[config.mk]
export PLATFORM = sky130hd
export DESIGN_NAME = xfr_payload_buf
export DESIGN_NICKNAME = d
export VERILOG_FILES = /design/src/hdl/xfr_pkg.sv /design/src/hdl/xfr_payload_buf.sv
export SDC_FILE = /design/constraint.sdc
export NUM_CORES = 1
export LEC_CHECK = 0
export ABC_AREA = 0
export BUFFER_PORTS_ARGS = -buffer_cell sky130_fd_sc_hd__buf_2
export CORE_MARGIN = 2
export CORE_UTILIZATION = 50
export DETAILED_ROUTE_END_ITERATION = 6
export PLACE_DENSITY = 0.66
export SKIP_LAST_GASP = 1
export SLEW_MARGIN = 20
export SYNTH_ARGS = -nofsm -noshare
export SYNTH_HDL_FRONTEND = slang
export SYNTH_SLANG_ARGS = --single-unit
[constraint.sdc]
create_clock -name clk -period 6.9 [get_ports clk]
set_clock_uncertainty 0.15 [all_clocks]
set_input_delay 0.345 -clock clk [delete_from_list [all_inputs] [get_ports clk]]
set_output_delay 0.345 -clock clk [all_outputs]
set_load 0.1 [all_outputs]
[src/hdl/xfr_pkg.sv]
package xfr_pkg;

  localparam int BYTE_W    = 8;
  localparam int PLEN_W    = 6;
  localparam int TICK_W    = 10;
  localparam int STAT_W    = 3;
  localparam int OP_W      = 2;
  localparam int CFG_W     = 10;
  localparam int CFG_IDX_W = 1;

  // operation codes
  localparam logic [OP_W-1:0] OP_START = 2'd0;
  localparam logic [OP_W-1:0] OP_BYTE  = 2'd1;
  localparam logic [OP_W-1:0] OP_TICK  = 2'd2;

  // status codes
  localparam logic [STAT_W-1:0] ST_OK       = 3'd0;
  localparam logic [STAT_W-1:0] ST_TIMEOUT  = 3'd1;
  localparam logic [STAT_W-1:0] ST_HEADER   = 3'd2;
  localparam logic [STAT_W-1:0] ST_LENGTH   = 3'd3;
  localparam logic [STAT_W-1:0] ST_CHECKSUM = 3'd4;

  // register indexes
  localparam logic [CFG_IDX_W-1:0] REG_HEADER  = 1'b0;
  localparam logic [CFG_IDX_W-1:0] REG_TIMEOUT = 1'b1;

  localparam logic [BYTE_W-1:0] HEADER_RESET  = 8'd79;
  localparam logic [TICK_W-1:0] TIMEOUT_RESET = 10'd200;

  // header and length byte come before the payload
  localparam logic [PLEN_W:0] LEAD_BYTES = 7'd2;

  typedef enum logic [1:0] {
    RX_IDLE,
    RX_FRAME,
    RX_EMIT
  } rx_state_t;

  typedef struct packed {
    logic [OP_W-1:0]   operation;
    logic [BYTE_W-1:0] rx_byte;
    logic [PLEN_W-1:0] payload_length;
  } in_word_t;

  typedef struct packed {
    logic [BYTE_W-1:0] payload_byte;
    logic              data_valid;
    logic [STAT_W-1:0] status;
    logic              last;
  } out_word_t;

  typedef struct packed {
    logic              start;
    logic [PLEN_W-1:0] len;
    logic              out_free;
  } emit_req_t;

  typedef struct packed {
    logic              valid;
    logic [BYTE_W-1:0] data;
    logic              last;
  } emit_word_t;

endpackage

[src/hdl/xfr_payload_buf.sv]
module xfr_payload_buf #(
  parameter int MAX_PAYLOAD = 32,
  localparam int AW = (MAX_PAYLOAD > 1) ? $clog2(MAX_PAYLOAD) : 1
) (
  input  logic                     clk,
  input  logic                     rst,
  input  logic                     wr_en,
  input  logic [AW-1:0]            wr_addr,
  input  logic [xfr_pkg::BYTE_W-1:0] wr_data,
  input  xfr_pkg::emit_req_t       req,
  output xfr_pkg::emit_word_t      rd,
  output logic                     busy
);

  logic [xfr_pkg::BYTE_W-1:0] mem [MAX_PAYLOAD];

  logic                       run;
  logic                       pending;
  logic                       rd_last;
  logic [xfr_pkg::BYTE_W-1:0] rd_data;
  logic [xfr_pkg::PLEN_W-1:0] rd_idx;
  logic                       issue;
  logic                       last_addr;

  // one read in flight; the output slot is known free when its data lands
  assign issue     = run & ~pending & req.out_free;
  assign last_addr = (rd_idx + 6'd1) == req.len;

  always_ff @(posedge clk) begin
    if (wr_en) begin
      mem[wr_addr] <= wr_data;
    end
    if (issue) begin
      rd_data <= mem[rd_idx[AW-1:0]];
      rd_last <= last_addr;
    end
  end

  always_ff @(posedge clk) begin
    if (rst) begin
      run     <= 1'b0;
      pending <= 1'b0;
      rd_idx  <= '0;
    end else begin
      pending <= issue;
      if (req.start) begin
        run    <= 1'b1;
        rd_idx <= '0;
      end else if (issue) begin
        rd_idx <= rd_idx + 6'd1;
        if (last_addr) begin
          run <= 1'b0;
        end
      end
    end
  end

  assign rd.valid = pending;
  assign rd.data  = rd_data;
  assign rd.last  = rd_last;
  assign busy     = run | pending;

endmodule

==> metrics.md <==
| Metric | Value |
|---|---|
| DP Wirelength | 13.0 mm |
| Setup crit start kind | flop |
| Tmin final | 3.36 ns |
| Async SR Flop Fraction | 0% |
| Hold Fails Final Rpt | 0 |
| MaxCap Viol Count | 0 |
| Area leader, netlist | edfxtp_1 |
| Multi-input logic area | 2380 sq um |
| Synth warnings | 0 |
| CP Cell Sequence | buf_4 -> mux4_2 -> mux4_2 -> mux2_2 |
| Initial antenna violation count | 0 |
| Largest net degree at the start of global routing | 68 |
| Top delay family on crit path | multiplexers |
| Total GRT Usage | 20.6% |
| Worst Hold Path EP | pending |
| Main combinational cell family by area after synthesis | multiplexers |
| Storage cell area | 8120 sq um |
| Mux contribution to synthesized area | 17.8% |
| FF+latch count, synth | 273 |
| PnR worst setup slack | 3.54 ns |
| Number of detailed-route iterations in the first pass | 5 |
| Hold Path Class | primary input to flop |
| Placed instance area | 11,100 sq um |
| Final Hold Slack | 0.0950 ns |
| Buf/Inv on CP | 1 |
| Worst R2R Setup Slack | 3.54 ns |
| Core Region | 21,000 sq um |
| Most frequent CP cell | mux4_2 |
| Worst vdd ir | 0.188 mV |
| Number of global-route vias before repair | 5,129 |
| Layout cells sized above 1 | 31.7% |
| Synth top area share | 74.8% |
| Top FF cell, synth | edfxtp_1 |
| Worst setup startpoint | rd_idx[0] |
| # port buffers | 34 |
| Setup Viol. Count Final | 0 |
| First-pass GRT wire length | 32.9 mm |
| Initial DRC count | 421 |
| Hold_sp | req[0] |
| Final Max Slew Viols | 0 |
| I/O pin count | 35 |
| Sink Count | 273 |
| Worst Max-Slew Pin Slew | 1.14 ns |
| Detailed-route via count | 4,942 |
| Post-route antenna net violation count | 0 |
| Slowest stage cell, crit path | dfxtp_4 |
| Status | complete, no violations |
| Setup WS pre-CTS | 3.48 ns |
| Post-synthesis sequential area ratio | 76.3% |
| Die Ht | 150 microns |
| Crit end category | flop |
| WHS Path Cells | 3 |
| Main area contributors after synthesis | edfxtp_1 75%, mux4_2 17%, dfxtp_1 1.5% |
| CTS tree | done |
| Max FO, Critical Path | 36 |
| Required @ worst endpoint | 7.02 ns |
| Slew HR | 23.8% |
| Clk slew on worst S/H paths | 0.06 ns |
| Drt total wl | 22.2 mm |
| Reg2reg start | rd_idx[0] |
| Number of distinct library cells after synthesis | 33 |
| Post-synthesis cell count | 475 |
| Std-Cell Rows | 53 |
| Mapped cell area | 10,600 sq um |
| WS Path Type | flop to flop |
| Synthesized-area fraction occupied by xor and xnor cells | 0.823% |
| Max clock buf depth | 3 |
| Pwr Density | 274 nW/um^2 |
| Setup bufs post-CTS | 0 |
| Post-CTS sizing | 0 |
| GP Congestion | 0.767 |
| Reg2Reg Depth | 4 |
| Fillcell total | 1,569 |
| Reg2reg end | rd_data[7] |
| RSZ-0062 raised after global routing | false |
| Setup_tns | 0 ns |
| Aggregate global routing overflow | 0 |
| P_leak | 3.61 nW |
| CP max stage delay | 0.77 ns |
| CTS root buf | clkbuf_16 |
| # diodes | 0 |
| Total CTS buffers | 26 |
| Final Cycle Share | 48.6% |
| Synth Area in Simple Gates | 3.16% |
| Vias per cell | 6.05 |
| Overall power | 0.00326 W |
| Syn Nets | 500 |
| Die width | 150 microns |
| Wirelength per Cell | 27.1 microns |
| Compound-Gate Fraction of Synth Area | 0.506% |
| Starting Density | 50.8% |
| Die area | 22,500 sq um |
| Post-synthesis adder-cell area fraction | 0.118% |
| Area delta synth->final | 11.7% |
| Worst EP arrival | 3.47 ns |
| Design Area, Final | 11,900 sq um |
| Layout Nets | 547 |
| Drc violations | 0 |
| Clk_lat worst skew | 0.52 ns |
| Fmax | 0.298 GHz |
| Mean Syn Cell Area | 22.4 sq um |
| Post-synth EDFFs | 265 |
| H-tree depth | 1 |
[flip-flops by register name (all words and copies together) (netlist names)]
signal,count
pending,1
mem,256
rd_data,8
rd_last,1
run,1
rd_idx,6
[layout make-up]
type,instances,share of cell area [%]
clock buffer,37,6.17
clock inverter,11,0.421
inverter,1,0.0316
multi-input combinational,177,20.1
sequential,273,68.4
tap,275,2.90
timing repair buffer,43,2.04
[timing repair]
item                                    CTS  global route
hold endpoints to repair                  2             0
endpoints found under the setup margin    0             0
hold buffers                              2             0
[cells in the mapped netlist (all sizes together) (3+ instances only)]
cell type and n:
or3b 3, clkbuf 11, dfxtp 8, nor2 40, nand2 6, mux4 80, mux2 8, nand3 3
xor2 5, xnor2 5, buf 13, nand3b 6, edfxtp 265
[worst register-to-register path, cell delays in order, from the launching register on]
cell	delay, ns
dfxtp_4	0.77
buf_4	0.71
mux4_2	0.67
mux4_2	0.52
mux2_2	0.29
[power by group]
part	internal [W]	total (W)	switching, W	leakage [nW]
Clock	0.000737	0.00130	0.000568	0.390
Combinational	0.0000348	0.000108	0.0000727	0.763
Sequential	0.00184	0.00185	0.00000896	2.46
Total	0.00261	0.00326	0.000649	3.61
[cells in the final DEF (no fill, tap or decap)]
| cell type | synthesis | layout |
|---|---|---|
| xnor2_1 | 5 | 5 |
| or2_2 | 2 | 2 |
| inv_1 | 1 | 1 |
| clkbuf_8 | 0 | 2 |
| o22ai_1 | 1 | 1 |
| clkinv_2 | 0 | 7 |
| o211ai_1 | 1 | 1 |
| nand4b_1 | 2 | 2 |
| clkbuf_1 | 11 | 8 |
| nor2_1 | 40 | 40 |
| nand2b_1 | 2 | 2 |
| nand4_1 | 1 | 1 |
| edfxtp_1 | 265 | 265 |
| dlygate4sd3_1 | 0 | 2 |
| o21ai_0 | 1 | 1 |
| a31o_2 | 1 | 1 |
| a311oi_1 | 1 | 1 |
| a21o_1 | 1 | 1 |
| nand3_1 | 3 | 3 |
| nand3b_1 | 6 | 6 |
| clkbuf_16 | 0 | 27 |
| buf_2 | 5 | 34 |
| clkinv_1 | 0 | 4 |
| xor2_1 | 5 | 5 |
| dfxtp_1 | 8 | 5 |
| dfxtp_4 | 0 | 1 |
| mux2_2 | 8 | 8 |
| nor3_1 | 2 | 2 |
| dfxtp_2 | 0 | 2 |
| nand2_1 | 6 | 6 |
| or3_1 | 2 | 2 |
| mux4_2 | 80 | 80 |
| buf_4 | 2 | 7 |
| a21oi_1 | 2 | 2 |
| and2_1 | 1 | 1 |
| ha_1 | 1 | 1 |
| or3b_2 | 1 | 1 |
| or3b_1 | 2 | 2 |
[cell families (layout without fill, tap and decap cells)]
kind of cell             Yosys count  count (layout)
AND/OR/NAND/NOR                   70              70
flip-flops                       273             273
multiplexers                      88              88
AO/OA/AOI/OAI                      8               8
buffers and inverters             25              92
adder cells (fa/ha/maj)            1               1
XOR/XNOR                          10              10
[worst max path at each step]
| stage | endpoint | slack [ns] | cells after the start |
|---|---|---|---|
| floorplan | rd_data[0] | 4.43 | 5 |
| global placement | rd_data[7] | 3.51 | 4 |
| detailed placement | rd_data[7] | 3.48 | 4 |
| CTS | rd_data[7] | 3.47 | 4 |
| global route | rd_data[7] | 3.33 | 4 |
| finish | rd_data[7] | 3.54 | 4 |
[metal layers]
metal,GRT usage [%],wire (microns)
met5,0,0
met2,33.2,11000
met1,29.5,9200
met3,3.93,1570
met4,5.38,358
[per-stage QoR]
stage	utilization, %	std cells
CTS	56.7	817
global route	56.7	817
detailed placement	52.9	767
floorplan	-	475
finish	56.7	817
global placement	52.9	767
(Power assumes the default switching activity.)
